File: src/design/rmq_pkg.sv
`timescale 1ns / 1ps
`default_nettype none
// ----------------------------------------------------------------------------
// rmq_pkg
// Shared types and constants for the rotation matrix to quaternion pipeline.
// ----------------------------------------------------------------------------
package rmq_pkg;

  localparam int Q_W    = 16;  // Q2.14 field width
  localparam int DIAG_W = 17;  // clamped diagonal term, unsigned
  localparam int PAIR_W = 17;  // off-diagonal pair sum or difference, signed
  localparam int ROOT_W = 15;  // pivot magnitude
  localparam int RAD_W  = 30;  // radicand: diagonal term times 4096
  localparam int DEN_W  = 16;  // divisor: twice the pivot magnitude
  localparam int LANES  = 3;   // off-diagonal components per transaction

  localparam logic signed [17:0] Q_ONE = 18'sd16384;
  localparam logic signed [15:0] Q_MAX = 16'sh7fff;
  localparam logic signed [15:0] Q_MIN = 16'sh8000;

  typedef logic signed [PAIR_W-1:0] pair_t;
  typedef logic [DIAG_W-1:0]        diag_t;

  typedef enum logic [1:0] {
    PIV_X = 2'd0,
    PIV_Y = 2'd1,
    PIV_Z = 2'd2,
    PIV_W = 2'd3
  } piv_t;

  // Side data carried through the square root pipe
  typedef struct packed {
    pair_t [LANES-1:0] n;
    piv_t              piv;
    logic              degen;
  } sqrt_tag_t;

  // Side data carried through the divider pipe
  typedef struct packed {
    piv_t              piv;
    logic              degen;
    logic [ROOT_W-1:0] p;
  } div_tag_t;

endpackage
`default_nettype wire

File: src/design/rmq_sqrt_pipe.sv
`timescale 1ns / 1ps
`default_nettype none
// ----------------------------------------------------------------------------
// rmq_sqrt_pipe
// Integer square root, one result bit per register stage, with a side tag.
// ----------------------------------------------------------------------------
module rmq_sqrt_pipe #(
  parameter int TAG_W = 1
) (
  input  wire logic                      clk,
  input  wire logic                      rst_n,
  input  wire logic                      en,
  input  wire logic                      in_vld,
  input  wire logic [rmq_pkg::RAD_W-1:0]  in_rad,
  input  wire logic [TAG_W-1:0]          in_tag,
  output logic                           out_vld,
  output logic [rmq_pkg::ROOT_W-1:0]     out_root,
  output logic [TAG_W-1:0]               out_tag
);
  import rmq_pkg::*;

  localparam int STEPS = ROOT_W;
  localparam int REM_W = ROOT_W + 2;

  logic              vld_r  [STEPS];
  logic [RAD_W-1:0]  rad_r  [STEPS];
  logic [ROOT_W-1:0] root_r [STEPS];
  logic [REM_W-1:0]  rem_r  [STEPS];
  logic [TAG_W-1:0]  tag_r  [STEPS];

  for (genvar j = 0; j < STEPS; j++) begin : g_step
    logic              vld_in;
    logic [RAD_W-1:0]  rad_in;
    logic [ROOT_W-1:0] root_in;
    logic [REM_W-1:0]  rem_in;
    logic [TAG_W-1:0]  tag_in;
    logic [REM_W+1:0]  ext;
    logic [REM_W+1:0]  trial;
    logic              fits;
    logic [REM_W-1:0]  rem_nxt;
    logic [ROOT_W-1:0] root_nxt;

    if (j == 0) begin : g_first
      assign vld_in  = in_vld;
      assign rad_in  = in_rad;
      assign root_in = '0;
      assign rem_in  = '0;
      assign tag_in  = in_tag;
    end else begin : g_next
      assign vld_in  = vld_r[j-1];
      assign rad_in  = rad_r[j-1];
      assign root_in = root_r[j-1];
      assign rem_in  = rem_r[j-1];
      assign tag_in  = tag_r[j-1];
    end

    // bring down the next two radicand bits and try root*4+1
    assign ext   = {rem_in, rad_in[2*(STEPS-1-j)+1 -: 2]};
    assign trial = {2'b00, root_in, 2'b01};
    assign fits  = (ext >= trial);

    always_comb begin
      if (fits) begin
        rem_nxt  = REM_W'(ext - trial);
        root_nxt = {root_in[ROOT_W-2:0], 1'b1};
      end else begin
        rem_nxt  = ext[REM_W-1:0];
        root_nxt = {root_in[ROOT_W-2:0], 1'b0};
      end
    end

    always_ff @(posedge clk) begin
      if (!rst_n) begin
        vld_r[j] <= 1'b0;
      end else if (en) begin
        vld_r[j] <= vld_in;
      end
    end

    always_ff @(posedge clk) begin
      if (en) begin
        rad_r[j]  <= rad_in;
        root_r[j] <= root_nxt;
        rem_r[j]  <= rem_nxt;
        tag_r[j]  <= tag_in;
      end
    end
  end

  assign out_vld  = vld_r[STEPS-1];
  assign out_root = root_r[STEPS-1];
  assign out_tag  = tag_r[STEPS-1];

endmodule
`default_nettype wire

File: config.mk
export PLATFORM = sky130hd
export DESIGN_NAME = rmq_sqrt_pipe
export DESIGN_NICKNAME = d
export VERILOG_FILES = /design/src/design/rmq_pkg.sv /design/src/design/rmq_sqrt_pipe.sv
export SDC_FILE = /design/constraint.sdc
export NUM_CORES = 1
export LEC_CHECK = 0
export BUFFER_PORTS_ARGS = -buffer_cell sky130_fd_sc_hd__clkbuf_2
export CORE_ASPECT_RATIO = 2
export CORE_MARGIN = 2
export CORE_UTILIZATION = 65
export CTS_BUF_LIST = sky130_fd_sc_hd__clkbuf_2
export DETAILED_ROUTE_END_ITERATION = 16
export GPL_TIMING_DRIVEN = 0
export PLACE_DENSITY = 0.92
export SLEW_MARGIN = 20
export SYNTH_ARGS = -nofsm -noshare
export SYNTH_HDL_FRONTEND = slang
export SYNTH_SLANG_ARGS = --single-unit
export TNS_END_PERCENT = 30
File: constraint.sdc
create_clock -name clk -period 6.5 [get_ports clk]
set_clock_uncertainty 0.05 [all_clocks]
set_input_delay 0.65 -clock clk [delete_from_list [all_inputs] [get_ports clk]]
set_output_delay 0.65 -clock clk [all_outputs]
set_load 0.02 [all_outputs]
**Yosys cells after proc, flatten, opt, wreduce, memory -nomap -nowiden**

Memories as Yosys holds them, arrays and structs flattened.
Cells that the tools add are included.

- Register bits after elaboration: 0
- Bits in latches: 0
- Bits in writable memories: 960
- Memory bits (read-only): 0
- Bits of input ports: 35
- Output and inout bits: 17
- Word-level logic and storage cells: 100
- Memories: 5

- Add/subtract/negate cells: 15
- $mul: 0
- Div/mod/pow operators: 0
- Order comparisons: 15
- Eq/ne operators: 0
- Shift-type cells: 0
- Mux-type cells: 50
- Bitwise gates (word level): 15
- Reductions and logical operators: 0

Memory list:

| name | words | bits a word | rd ports | clocked after Yosys merged registers in | wr ports | RTL line | text |
|---|---|---|---|---|---|---|---|
| rad_r | 15 | 30 | 14 | 0 | 15 | rmq_sqrt_pipe.sv:26 | `logic [RAD_W-1:0] rad_r [STEPS];` |
| rem_r | 15 | 17 | 14 | 0 | 15 | rmq_sqrt_pipe.sv:28 | `logic [REM_W-1:0] rem_r [STEPS];` |
| root_r | 15 | 15 | 15 | 0 | 15 | rmq_sqrt_pipe.sv:27 | `logic [ROOT_W-1:0] root_r [STEPS];` |
| tag_r | 15 | 1 | 15 | 0 | 15 | rmq_sqrt_pipe.sv:29 | `logic [TAG_W-1:0] tag_r [STEPS];` |
| vld_r | 15 | 1 | 15 | 0 | 15 | rmq_sqrt_pipe.sv:25 | `logic vld_r [STEPS];` |

Operators by type and width:

| cell | count |
|---|---|
| greater-or-equal comparator 19 x 17 -> 1 bit | 14 |
| 2-to-1 mux 17 bit | 15 |
| subtractor 17 bit | 14 |
| 2-to-1 mux 1 bit | 35 |
| bitwise OR 1 bit | 15 |
| subtractor 2 x 1 -> 3 bit, second input constant | 1 |
| greater-or-equal comparator 2 x 1 -> 1 bit, second input constant | 1 |

**Longest topological paths before layout**

- Depth after elaboration: 4
- Gate-level depth with buffers: 11
- Depth with buffers taken out: 9

**Least setup slack after synthesis**

OpenSTA, ideal clock, no wires.

- Kind: flip-flop to flip-flop
- Start: memory rem_r[1][34] in the netlist's numbering
- End: memory rem_r[1][60] in the netlist's numbering, data pin
- Library setup time: 0.260 ns
- Arrival time: 2.294 ns
- Required time: 6.190 ns
- Path slack: 3.896 ns
- Stages on the path, launching flop included: 10
- Buffers on the path: 2
- Period minus slack after synthesis: 2.604 ns
- Cell sequence: edfxtp_1 ha_1 o21a_1 nor4_4 nor3_2 o311ai_2 and2_1 buf_6 buf_6 mux2_4

RTL lines:

| item | RTL line |
|---|---|
| start, declared | rmq_sqrt_pipe.sv:28 |

==> reports/metrics.yaml <==
floorplan:
  start_util_pct: 65.7
  chip_height_um: 291
  die-area_mm2: 0.0430
  number_of_i_o_pins: 52
  die_x_um: 148
  number_of_placement_rows: 105
  placeableCoreArea_mm2: 0.0409
sta:
  relSlewSlack_pct: 31.3
  fmaxAchievable_mhz: 276
  timing_worst_slew_pin_value_ns: 1.02
  final_min_period_over_clock_period_pct: 55.8
  timing.final.ws_setup_ns: 2.87
  min_period_ns: 3.63
  drv_slew: 0
  final_number_of_setup_violating_endpoints: 0
  grt_setup_unrepaired: "false"
  final_hold_viol_count: 0
yosys:
  yosysSeqAreaShare_pct: 64.9
  yosysWarnings: 0
  ys_flop_type: "sky130_fd_sc_hd__edfxtp_1"
  syn-num-nets: 2156
  syn_area_per_cell_um2: 13.5
  fraction_of_registers_with_async_set_reset_pct: 0
  post_synth_inst_count: 1986
  netlist_area_mm2: 0.0268
  synth_enable_flop_cells: 579
  synth.ff_latch_count: 580
  post_synth_num_cell_types: 91
place:
  routabilityCongestion: 0.955
  postPlaceCellArea_mm2: 0.0279
  hpwlAfterDp_um: 41300
  dp_cells: 2578
  placement.setup.worst_slack_ns: 3.13
  place.port_buffers: 51
critical_path:
  timing.critical_path.required_ns: 7.26
  worstSetupStartpointType: "register"
  critPathArrivalTime_ns: 4.38
  critical_path.max_fanout: 10
  crit_path_end_kind: "register"
  critPathKind: "reg -> reg"
clock_tree:
  cts.reportedPaths.clkPinSlew_ns: 0.12
  clkSinkCount: 580
  clock_latency_ns: 1.16
  cts_repair_resize_count: 0
  clk_path_buf_depth: 3
  cts_root_buf: "sky130_fd_sc_hd__clkbuf_2"
  tritoncts.num_buffers: 117
  cts.htree.levels: 3
  cts_tree: "yes"
final_layout:
  final_cell_utilization_of_the_core_pct: 71.8
  filler_cell_count: 2636
  final_cell_count_without_fillers: 2828
  post-route-cell-area_mm2: 0.0294
  design.final.nets: 2367
  fraction_of_layout_instances_using_a_drive_strength_above_1_pct: 14.5
  layout-area-overhead-vs-synth_pct: 9.41
grt:
  grt_use_total_pct: 27.2
  grt_antenna_before_repair: 2
  first_global_vias: 17900
  grt_first_pass_wirelength_um: 88300
  pin_count_of_the_biggest_net_entering_global_routing: 109
  globalRouteOverflowTotal: 0
power:
  power.net_switching_mw: 2.42
  fin_total_pwr_mw: 8.32
  vdd_ir_drop_max_v: 0.000190
  share_comb_of_total_power_pct: 17.2
  leakage_nw: 11.5
  power.switching_fraction_pct: 29.1
  power_density_mw_per_mm2: 284
  clock_power_share_pct: 25.3
  intPower_mw: 5.90
  power.share.sequential_pct: 57.4
routing:
  detail_route.first_pass.iterations: 8
  number_of_nets_still_failing_antenna_checks_after_routing: 0
  drt_iter0_markers: 935
  post_drt_via_cell_ratio: 5.99
  routed_wirelength_um: 57800
  drc: 0
  wl_per_cell_um: 20.4
  dr_total_vias: 17000
worst_hold_path:
  min-delay-path-class: "in -> reg"
status:
  status: "complete, no violations"
job:
  max_cap_violations: 0
==> synthesized netlist by cell type, drive strengths merged (22+ instances only) <==
| master | instances | area share (%) |
|---|---|---|
| nand3 | 44 | 0.84 |
| mux2 | 39 | 1.7 |
| ha | 135 | 6.3 |
| o21ai | 96 | 1.8 |
| xor2 | 62 | 2.0 |
| nor3 | 47 | 0.90 |
| nor2 | 144 | 2.1 |
| edfxtp | 579 | 65 |
| a21oi | 91 | 1.7 |
| nand2 | 86 | 1.2 |
| o21a | 35 | 0.98 |
| and3 | 22 | 0.51 |
| nor4 | 29 | 0.73 |
| inv | 169 | 2.4 |
| a21o | 28 | 0.79 |
| xnor2 | 82 | 2.7 |
==> layer usage <==
metal	up-vias	track usage (%)	routed length [um]	share of wire [%]
li1	7930	-	-	-
met1	8064	19.4	15700	27
met2	645	53.6	33400	58
met3	312	5.47	2290	4.0
met4	0	27.2	6380	11
met5	-	0	0	0
==> cells in the final DEF, fill, tap and decap left out, drive strengths merged, types with 20 or more instances in the layout <==
cell type / netlist / routed
inv: 169 / 170
o21ai: 96 / 96
dlygate4sd3: 0 / 35
ha: 135 / 135
clkinv: 1 / 50
a21oi: 91 / 91
xnor2: 82 / 82
nor2b: 20 / 20
and3: 22 / 22
nand2: 86 / 86
nor4: 29 / 29
mux2: 39 / 39
nor2: 144 / 144
nand2b: 20 / 20
o21a: 35 / 35
a21o: 28 / 28
xor2: 62 / 62
edfxtp: 579 / 579
buf: 18 / 24
nor3: 47 / 47
nand3: 44 / 44
clkbuf: 9 / 222
==> what timing repair did <==
action / CTS / global route
hold endpoints to repair: 44 / 0
setup buffers: 0 / 0
hold buffers: 35 / 0
==> through the flow <==
stage	hold WS, ns	setup TNS, ns
3_5_place_dp	0.355	0
3_3_place_gp	0.350	-2542.40
6_report	0.152	0
2_1_floorplan	0.350	0
5_1_grt	0.0505	0
4_1_cts	0.0301	0
==> sequential cells by signal (all words and copies together), names as in the netlist <==
name    count
rad_r     210
tag_r      15
root_r    120
vld_r      15
rem_r     220
==> worst paths after layout <==
check,depth (start not counted),startpoint,to,slack [ns]
hold / removal,2,in_rad[15],rad_r[0][15],0.15
setup reg to reg,9,rem_r[1][40],rem_r[1][60],2.87
setup / recovery,9,rem_r[1][40],rem_r[1][60],2.87
hold reg to reg,0,rad_r[0][99],rad_r[0][129],0.31
==> worst max-delay path, cell delays in order (launching register included) <==
cell	delay (ns)
sky130_fd_sc_hd__edfxtp_1	0.51
sky130_fd_sc_hd__ha_1	0.39
sky130_fd_sc_hd__nand3_1	0.26
sky130_fd_sc_hd__or2_0	0.32
sky130_fd_sc_hd__nor3_2	0.46
sky130_fd_sc_hd__o311ai_2	0.39
sky130_fd_sc_hd__and2_1	0.30
sky130_fd_sc_hd__buf_6	0.13
sky130_fd_sc_hd__buf_6	0.15
sky130_fd_sc_hd__mux2_4	0.29
==> logic make-up (layout without fill, tap and decap cells) <==
kind of cell / Yosys count / after routing / share of synthesized area, %
simple gates: 515 / 515 / 10.1
compound gates: 362 / 362 / 8.89
other cells: 1 / 3 / 0.0140
mux: 52 / 52 / 2.21
flops: 580 / 580 / 64.9
buf+inv: 197 / 502 / 2.93
fa+ha+maj: 135 / 135 / 6.30
xor+xnor: 144 / 144 / 4.70
==> power by group through the flow <==
stage	combinational [mW]	clock [mW]	sequential, mW
floorplan	0.962	0	4.79
global placement	1.31	0	4.91
detailed placement	1.39	0	4.86
CTS	1.41	2.16	4.77
global route	1.55	2.32	4.81
finish	1.43	2.11	4.78
==> layout make-up <==
type | instances | area (um2) | area share (%)
sequential | 580 | 17400 | 59.3
multi-input combinational | 1209 | 8640 | 29.4
clock buffer | 162 | 811 | 2.76
timing repair buffer | 92 | 779 | 2.66
tap | 535 | 669 | 2.28
inverter | 170 | 638 | 2.17
clock inverter | 51 | 253 | 0.861
buffer | 27 | 149 | 0.507
antenna | 2 | 5.00 | 0.0171
No activity file was read; power rests on OpenSTA's default activity.
