--- src/design/rmq_pkg.sv ---
`timescale 1ns / 1ps
`default_nettype none
// ----------------------------------------------------------------------------
// rmq_pkg
// Shared types and constants for the rotation matrix to quaternion pipeline.
// ----------------------------------------------------------------------------
package rmq_pkg;

  localparam int Q_W    = 16;  // Q2.14 field width
  localparam int DIAG_W = 17;  // clamped diagonal term, unsigned
  localparam int PAIR_W = 17;  // off-diagonal pair sum or difference, signed
  localparam int ROOT_W = 15;  // pivot magnitude
  localparam int RAD_W  = 30;  // radicand: diagonal term times 4096
  localparam int DEN_W  = 16;  // divisor: twice the pivot magnitude
  localparam int LANES  = 3;   // off-diagonal components per transaction

  localparam logic signed [17:0] Q_ONE = 18'sd16384;
  localparam logic signed [15:0] Q_MAX = 16'sh7fff;
  localparam logic signed [15:0] Q_MIN = 16'sh8000;

  typedef logic signed [PAIR_W-1:0] pair_t;
  typedef logic [DIAG_W-1:0]        diag_t;

  typedef enum logic [1:0] {
    PIV_X = 2'd0,
    PIV_Y = 2'd1,
    PIV_Z = 2'd2,
    PIV_W = 2'd3
  } piv_t;

  // Side data carried through the square root pipe
  typedef struct packed {
    pair_t [LANES-1:0] n;
    piv_t              piv;
    logic              degen;
  } sqrt_tag_t;

  // Side data carried through the divider pipe
  typedef struct packed {
    piv_t              piv;
    logic              degen;
    logic [ROOT_W-1:0] p;
  } div_tag_t;

endpackage
`default_nettype wire

--- src/design/rmq_div_pipe.sv ---
`timescale 1ns / 1ps
`default_nettype none
// ----------------------------------------------------------------------------
// rmq_div_pipe
// Three lane restoring divider: n*4096/p, rounded half away, saturated.
// ----------------------------------------------------------------------------
module rmq_div_pipe #(
  parameter int TAG_W = 1
) (
  input  wire logic                                       clk,
  input  wire logic                                       rst_n,
  input  wire logic                                       en,
  input  wire logic                                       in_vld,
  input  wire rmq_pkg::pair_t [rmq_pkg::LANES-1:0]        in_n,
  input  wire logic [rmq_pkg::ROOT_W-1:0]                 in_p,
  input  wire logic [TAG_W-1:0]                           in_tag,
  output logic                                            out_vld,
  output logic signed [rmq_pkg::LANES-1:0][rmq_pkg::Q_W-1:0] out_q,
  output logic [TAG_W-1:0]                                out_tag
);
  import rmq_pkg::*;

  localparam int QB    = Q_W - 1;  // quotient bits below saturation
  localparam int STEPS = QB;

  // setup stage
  logic                         s0_vld_r;
  logic [DEN_W-1:0]             s0_den_r;
  logic [TAG_W-1:0]             s0_tag_r;
  logic [LANES-1:0][RAD_W-1:0]  s0_num_r;
  logic [LANES-1:0][DEN_W-1:0]  s0_rem_r;
  logic [LANES-1:0]             s0_neg_r;
  logic [LANES-1:0]             s0_ovf_r;

  logic [DEN_W-1:0]             den_nxt;
  logic [LANES-1:0][RAD_W-1:0]  num_nxt;
  logic [LANES-1:0][DEN_W-1:0]  rem_init_nxt;
  logic [LANES-1:0]             neg_nxt;
  logic [LANES-1:0]             ovf_nxt;

  assign den_nxt = {in_p, 1'b0};

  for (genvar l = 0; l < LANES; l++) begin : g_setup
    logic [PAIR_W-1:0] mag;
    assign neg_nxt[l] = in_n[l][PAIR_W-1];
    assign mag        = neg_nxt[l] ? PAIR_W'(-in_n[l]) : PAIR_W'(in_n[l]);
    // numerator carries the rounding term p
    assign num_nxt[l] = {mag, 13'b0} + RAD_W'(in_p);
    assign ovf_nxt[l] = ({1'b0, num_nxt[l]} >= {den_nxt, 15'b0});
    assign rem_init_nxt[l] = {1'b0, num_nxt[l][RAD_W-1:QB]};
  end

  always_ff @(posedge clk) begin
    if (!rst_n) begin
      s0_vld_r <= 1'b0;
    end else if (en) begin
      s0_vld_r <= in_vld;
    end
  end

  always_ff @(posedge clk) begin
    if (en) begin
      s0_den_r <= den_nxt;
      s0_tag_r <= in_tag;
      s0_num_r <= num_nxt;
      s0_rem_r <= rem_init_nxt;
      s0_neg_r <= neg_nxt;
      s0_ovf_r <= ovf_nxt;
    end
  end

  // quotient stages
  logic                        vld_r [STEPS];
  logic [DEN_W-1:0]            den_r [STEPS];
  logic [TAG_W-1:0]            tag_r [STEPS];
  logic [LANES-1:0][RAD_W-1:0] num_r [STEPS];
  logic [LANES-1:0][DEN_W-1:0] rem_r [STEPS];
  logic [LANES-1:0][QB-1:0]    q_r   [STEPS];
  logic [LANES-1:0]            neg_r [STEPS];
  logic [LANES-1:0]            ovf_r [STEPS];

  for (genvar k = 0; k < STEPS; k++) begin : g_step
    logic                        vld_in;
    logic [DEN_W-1:0]            den_in;
    logic [TAG_W-1:0]            tag_in;
    logic [LANES-1:0][RAD_W-1:0] num_in;
    logic [LANES-1:0][DEN_W-1:0] rem_in;
    logic [LANES-1:0][QB-1:0]    q_in;
    logic [LANES-1:0]            neg_in;
    logic [LANES-1:0]            ovf_in;
    logic [LANES-1:0][DEN_W-1:0] rem_nxt;
    logic [LANES-1:0][QB-1:0]    q_nxt;

    if (k == 0) begin : g_first
      assign vld_in = s0_vld_r;
      assign den_in = s0_den_r;
      assign tag_in = s0_tag_r;
      assign num_in = s0_num_r;
      assign rem_in = s0_rem_r;
      assign q_in   = '0;
      assign neg_in = s0_neg_r;
      assign ovf_in = s0_ovf_r;
    end else begin : g_next
      assign vld_in = vld_r[k-1];
      assign den_in = den_r[k-1];
      assign tag_in = tag_r[k-1];
      assign num_in = num_r[k-1];
      assign rem_in = rem_r[k-1];
      assign q_in   = q_r[k-1];
      assign neg_in = neg_r[k-1];
      assign ovf_in = ovf_r[k-1];
    end

    for (genvar l = 0; l < LANES; l++) begin : g_lane
      logic [DEN_W:0] t;
      logic           fits;
      assign t    = {rem_in[l], num_in[l][STEPS-1-k]};
      assign fits = (t >= {1'b0, den_in});
      assign rem_nxt[l] = fits ? DEN_W'(t - {1'b0, den_in}) : t[DEN_W-1:0];
      assign q_nxt[l]   = {q_in[l][QB-2:0], fits};
    end

    always_ff @(posedge clk) begin
      if (!rst_n) begin
        vld_r[k] <= 1'b0;
      end else if (en) begin
        vld_r[k] <= vld_in;
      end
    end

    always_ff @(posedge clk) begin
      if (en) begin
        den_r[k] <= den_in;
        tag_r[k] <= tag_in;
        num_r[k] <= num_in;
        rem_r[k] <= rem_nxt;
        q_r[k]   <= q_nxt;
        neg_r[k] <= neg_in;
        ovf_r[k] <= ovf_in;
      end
    end
  end

  // sign and saturate
  for (genvar l = 0; l < LANES; l++) begin : g_sat
    logic signed [Q_W-1:0] pos;
    assign pos = signed'({1'b0, q_r[STEPS-1][l]});
    always_comb begin
      if (neg_r[STEPS-1][l]) begin
        out_q[l] = ovf_r[STEPS-1][l] ? Q_MIN : Q_W'(-pos);
      end else begin
        out_q[l] = ovf_r[STEPS-1][l] ? Q_MAX : pos;
      end
    end
  end

  assign out_vld = vld_r[STEPS-1];
  assign out_tag = tag_r[STEPS-1];

endmodule
`default_nettype wire

--- config.mk ---
export PLATFORM = sky130hd
export DESIGN_NAME = rmq_div_pipe
export DESIGN_NICKNAME = d
export VERILOG_FILES = /design/src/design/rmq_pkg.sv /design/src/design/rmq_div_pipe.sv
export SDC_FILE = /design/constraint.sdc
export NUM_CORES = 2
export LEC_CHECK = 0
export ABC_AREA = 1
export BUFFER_PORTS_ARGS = -buffer_cell sky130_fd_sc_hd__buf_2
export CORE_MARGIN = 1.5
export CORE_UTILIZATION = 25
export DETAILED_ROUTE_END_ITERATION = 8
export GPL_ROUTABILITY_DRIVEN = 0
export GPL_TIMING_DRIVEN = 0
export PLACE_DENSITY = 0.48
export SETUP_SLACK_MARGIN = 0.02
export SLEW_MARGIN = 20
export SYNTH_ARGS = -nofsm -noshare
export SYNTH_HDL_FRONTEND = slang
export SYNTH_SLANG_ARGS = --single-unit
--- constraint.sdc ---
create_clock -name clk -period 8.6 [get_ports clk]
set_clock_uncertainty 0.05 [all_clocks]
set_input_delay 1.72 -clock clk [delete_from_list [all_inputs] [get_ports clk]]
set_output_delay 1.72 -clock clk [all_outputs]
set_load 0.03 [all_outputs]
; ---- Word-level counts from Yosys, hierarchy flattened
; Memories as Yosys holds them, arrays and structs flattened.
; Cells that the tools add are included.
[op_classes]
add_sub_neg = 54
order_cmp = 48
n_mux = 77
bitwise = 15
[op_table]
columns = op, count
row1 = two-way mux 16 bit, 51
row2 = subtractor 16 bit, 45
row3 = >= comparator 17 x 16 -> 1 bit, 42
row4 = >= comparator 30 x 31 -> 1 bit, 3
row5 = adder 30 x 15 -> 30 bit, 3
row6 = two-way mux 17 bit, 3
row7 = negation 17 bit, 3
row8 = >= comparator 16 bit, 3
row9 = negation 15 -> 16 bit, 3
row10 = two-way mux 15 bit, 3
row11 = two-way mux 1 bit, 20
row12 = OR 1 bit, 15
[totals]
regBits = 158
ramBits = 3105
in_bits = 71
output_inout_bits = 50
wordCells = 213
memories = 8
[mem_list]
columns = memory, words, word_bits, read_ports, rd_ports_with_merged_regs, write_ports, line
row1 = num_r, 15, 90, 14, 0, 15, rmq_div_pipe.sv:76  ; logic [LANES-1:0][RAD_W-1:0] num_r [STEPS];
row2 = rem_r, 15, 48, 14, 0, 15, rmq_div_pipe.sv:77  ; logic [LANES-1:0][DEN_W-1:0] rem_r [STEPS];
row3 = q_r, 15, 45, 15, 0, 15, rmq_div_pipe.sv:78  ; logic [LANES-1:0][QB-1:0] q_r [STEPS];
row4 = den_r, 15, 16, 14, 0, 15, rmq_div_pipe.sv:74  ; logic [DEN_W-1:0] den_r [STEPS];
row5 = neg_r, 15, 3, 15, 0, 15, rmq_div_pipe.sv:79  ; logic [LANES-1:0] neg_r [STEPS];
row6 = ovf_r, 15, 3, 15, 0, 15, rmq_div_pipe.sv:80  ; logic [LANES-1:0] ovf_r [STEPS];
row7 = +2 memories, -, -, -, -, -, -

; ---- Longest topological paths before layout
[depth]
word_depth = 4
ltp_mapped = 23
ltp_nobuf = 23

; ---- Least setup slack after synthesis
; Ideal clock, no wire load.
[synth_timing]
path_type = input port to flip-flop
startpoint = in in_n[33] (netlist name)
endpoint = reg s0_ovf_r[1] (netlist: g_step[0].ovf_in[1]) (data pin)
setup_ps = 135
arrival_ps = 4363
required_ps = 8415
path_slack_ps = 4052
path_stages = 17
n_path_buf = 2
path_cell_list = buf_4 -> buf_2 -> o21ai_0 -> inv_1 -> fa_1 -> a21oi_1 -> nand3_2 -> nor3_4 -> nand3_1 -> nand2_1 -> nand2_1 -> ha_1 -> nand2_1 -> nor4_1 -> and3_1 -> nand4_1 -> nand3_1
[synth_lines]
columns = element, line
row1 = from (decl), rmq_div_pipe.sv:14  ; input wire rmq_pkg::pair_t [rmq_pkg::LANES-1:0] in_n,
row2 = to (signal assigned), rmq_div_pipe.sv:68  ; s0_ovf_r <= ovf_nxt;
row3 = to (decl), rmq_div_pipe.sv:33  ; logic [LANES-1:0] s0_ovf_r;

==> results.md <==
- Outcome: complete, no violations
- # resized after CTS: 0
- Yosys warns: 0
- Worst path max stage delay: 610 ps
- Critical path startpoint category: flop
- Core Util, Final: around 29%
- Setup Buffers After CTS: 0
- Io pins: ~120
- Maxcap violations: 0
- Endpoints failing hold: 0
- Crit-path cells: inv_1, ha_1, nand2_1, nor2_1, inv_1, nor2_1, nand4_1, o21ai_0, xor2_1, buf_2
- Top_reg_cell synth: edfxtp_1
- Total CTS buffers: 160
- Yosys reg bits: 1,403
- Die W: roughly 600 um
- Netlist cell types: 58
- Slew headroom: between 10% and 20%
- H-tree Lvls: 4
- DRT iter0 DRCs: ~4,300
- Master of the slowest instance on the critical path: xor2_1
- CP max FO: 3
- Clock sinks: about 1,400
- Max rail drop VDD: ~0.00016 V
- Critical Path RT: just under 7000 ps
- Worst path arrival time: ~3400 ps
- Leak Pwr: between 40 and 50 nW
- Clock tree buffer depth: 4
- Post-Syn Area per Cell: 9.47 um2
- Nets: just over 10,000
- EDFF count, synth: roughly 1,400
- FMAX: 192 MHz
- Synth Cell Area: roughly 87,000 um2
- CTS Hold Buffers Added: 0
- PortBufs: 120
- Fill count: about 37,000
- Via density: between 4 and 5
- Initial antenna violation count: 10
- Total gr overflow: 0
- Cell count after synthesis: 9,236
- Largest net degree at the start of global routing: between 100 and 150
- Final Power: approximately 35 mW
- Die Y: about 590 um
- Core Region: about 350,000 um2
- Final std cells w/o fill: roughly 14,000
- Post-DP HPWL: 202,000 um
- Drc violations: 0
- Sequential cell area fraction in the yosys report: 48.2%
- Starting Density: between 20 and 30%
- Vias in the first global route: around 63,000
- Final setup viols: 0
- Slew Viols, Final: 0
- Share of cells above drive strength 1: 8.05%
- Die area: around 350,000 um2
- GR Util All Layers: 13.8%
- Setup TNS: 0 ps
- Root buf cell: clkbuf_16
- RSZ-0062 raised after global routing: no
- Synth top area share: roughly half
- Most common cell after layout, fill and taps aside: nand2_1
- Top post-synthesis cells by area: edfxtp_1, ha_1, nand2_1, a21oi_1, inv_1
- Power Density: 348 nW/um2
- Final WL: 250,000 um
- DR pass1 iterations: 5
- CP top delay family: simple AND/OR/NAND/NOR gates
- Placed cells: around 14,000
- Final Critical Period: between 5000 and 6000 ps
- DR vias: about 64,000
- Setup Crit Path Kind: flop to primary output
- Post-DR wirelength/cell: roughly 18 um
- TritonCTS clock tree: yes
- Worst min path class: flop to flop
- FP Rows: between 200 and 250
- First-pass GRT wire length: around 380,000 um
- Highest-count cells in the layout ignoring fill and taps: nand2_1, edfxtp_1, inv_1
- CTS clk-pin slew, worst paths: around 60 ps
- Final period util: 60.5%
- Layout area overhead: 13.6%
- Area leader, netlist: edfxtp_1
- Post-Syn Nets: between 10,000 and 15,000
- Tightest Pin Transition: approximately 1200 ps
- WP buf/inv: 3
- Worst-Skew Late Latency: between 800 and 900 ps
- Ys async rst share: 0%
- Post-route ant nets: 0
- Endpoint class of the critical path: primary output
[final timing paths]
check / cells past startpoint / to / startpoint / slack [ps]
min reg2reg: 0 / neg_r[0][23] / neg_r[0][20] / 300
max: 10 / out_q[28] / q_r[1][286] / 3400
min: 0 / neg_r[0][23] / neg_r[0][20] / 300
max reg2reg: 13 / rem_r[1][205] / num_r[1][333] / 5220
[sequential cells by signal, summed over array words and instances, names as in the netlist, 28 cells and up]
name and cells:
den_r 28, neg_r 45, q_r 360, ovf_r 45, g_step.num_in 61, rem_r 642, num_r 179
[per-layer routing]
metal	vias to the layer above	GRT usage, %	wire (um)
met5	-	0	0
met4	0	5.52	10900
met3	406	1.74	9680
met2	1311	24.2	120000
met1	29600	17.2	110000
li1	32900	-	-
[worst register-to-register path, cell delays in order, from the launching register on]
cell and delay, ps:
edfxtp_1 380, inv_1 190, ha_1 390, fa_1 480, o21ai_2 220, nand2_1 70
nand2_1 150, nand2_1 70, nand2_1 110, nand2_1 100, nand3_2 90, buf_4 180
nor2_1 70, a21oi_1 500
[cells in the mapped netlist (all sizes together), types with 3 or more instances]
cell type,n
a21boi,3
buf,111
nor3,95
edfxtp,1401
nand2,1768
nand3b,43
o211ai,23
or2,38
o21a,7
a21oi,912
nor4,23
xor2,277
a211oi,18
o21ai,718
nand3,401
nor2,956
and3,19
ha,704
nand4,195
a31oi,51
xnor2,245
clkbuf,28
o21bai,52
fa,45
a21o,125
inv,965
[cell families (layout without fill, tap and decap cells)]
kind of cell	after synthesis	after routing	synth area share (%)
adder cells (fa/ha/maj)	749	749	11.1
XOR/XNOR	522	522	5.23
AO/OA/AOI/OAI	1916	1916	12.2
other	0	7	0
flip-flops	1403	1403	48.2
AND/OR/NAND/NOR	3541	3541	17.9
buffers and inverters	1105	1519	5.42
[layout make-up]
cell class	count	area (um2)	share of cell area, %
inverter	966	3630	3.65
buffer	139	1110	1.12
sequential	1403	42100	42.4
clock inverter	101	1070	1.07
clock buffer	181	4150	4.17
antenna	7	17.5	0.0176
tap	4578	5730	5.77
multi-input combinational	6728	40600	40.9
timing repair buffer	132	946	0.952
[stage by stage]
| stage | cell area (um2) | worst slack, ps | hold WS (ps) |
|---|---|---|---|
| after floorplan | 87400 | 4050 | 350 |
| after global placement | 93800 | -20640 | 350 |
| after detailed placement | 94100 | 2770 | 355 |
| after CTS | 99300 | 3300 | 292 |
| after global routing | 99300 | 3120 | 319 |
| final | 99300 | 3400 | 300 |
[power by group]
part	total (mW)	leakage [nW]	internal [mW]	switching [mW]
clock network	6.94	2.51	4.05	2.88
registers	11.6	13.7	10.3	1.31
logic	16.0	25.6	5.99	9.97
total	34.5	41.8	20.4	14.2
(Power assumes the default switching activity.)
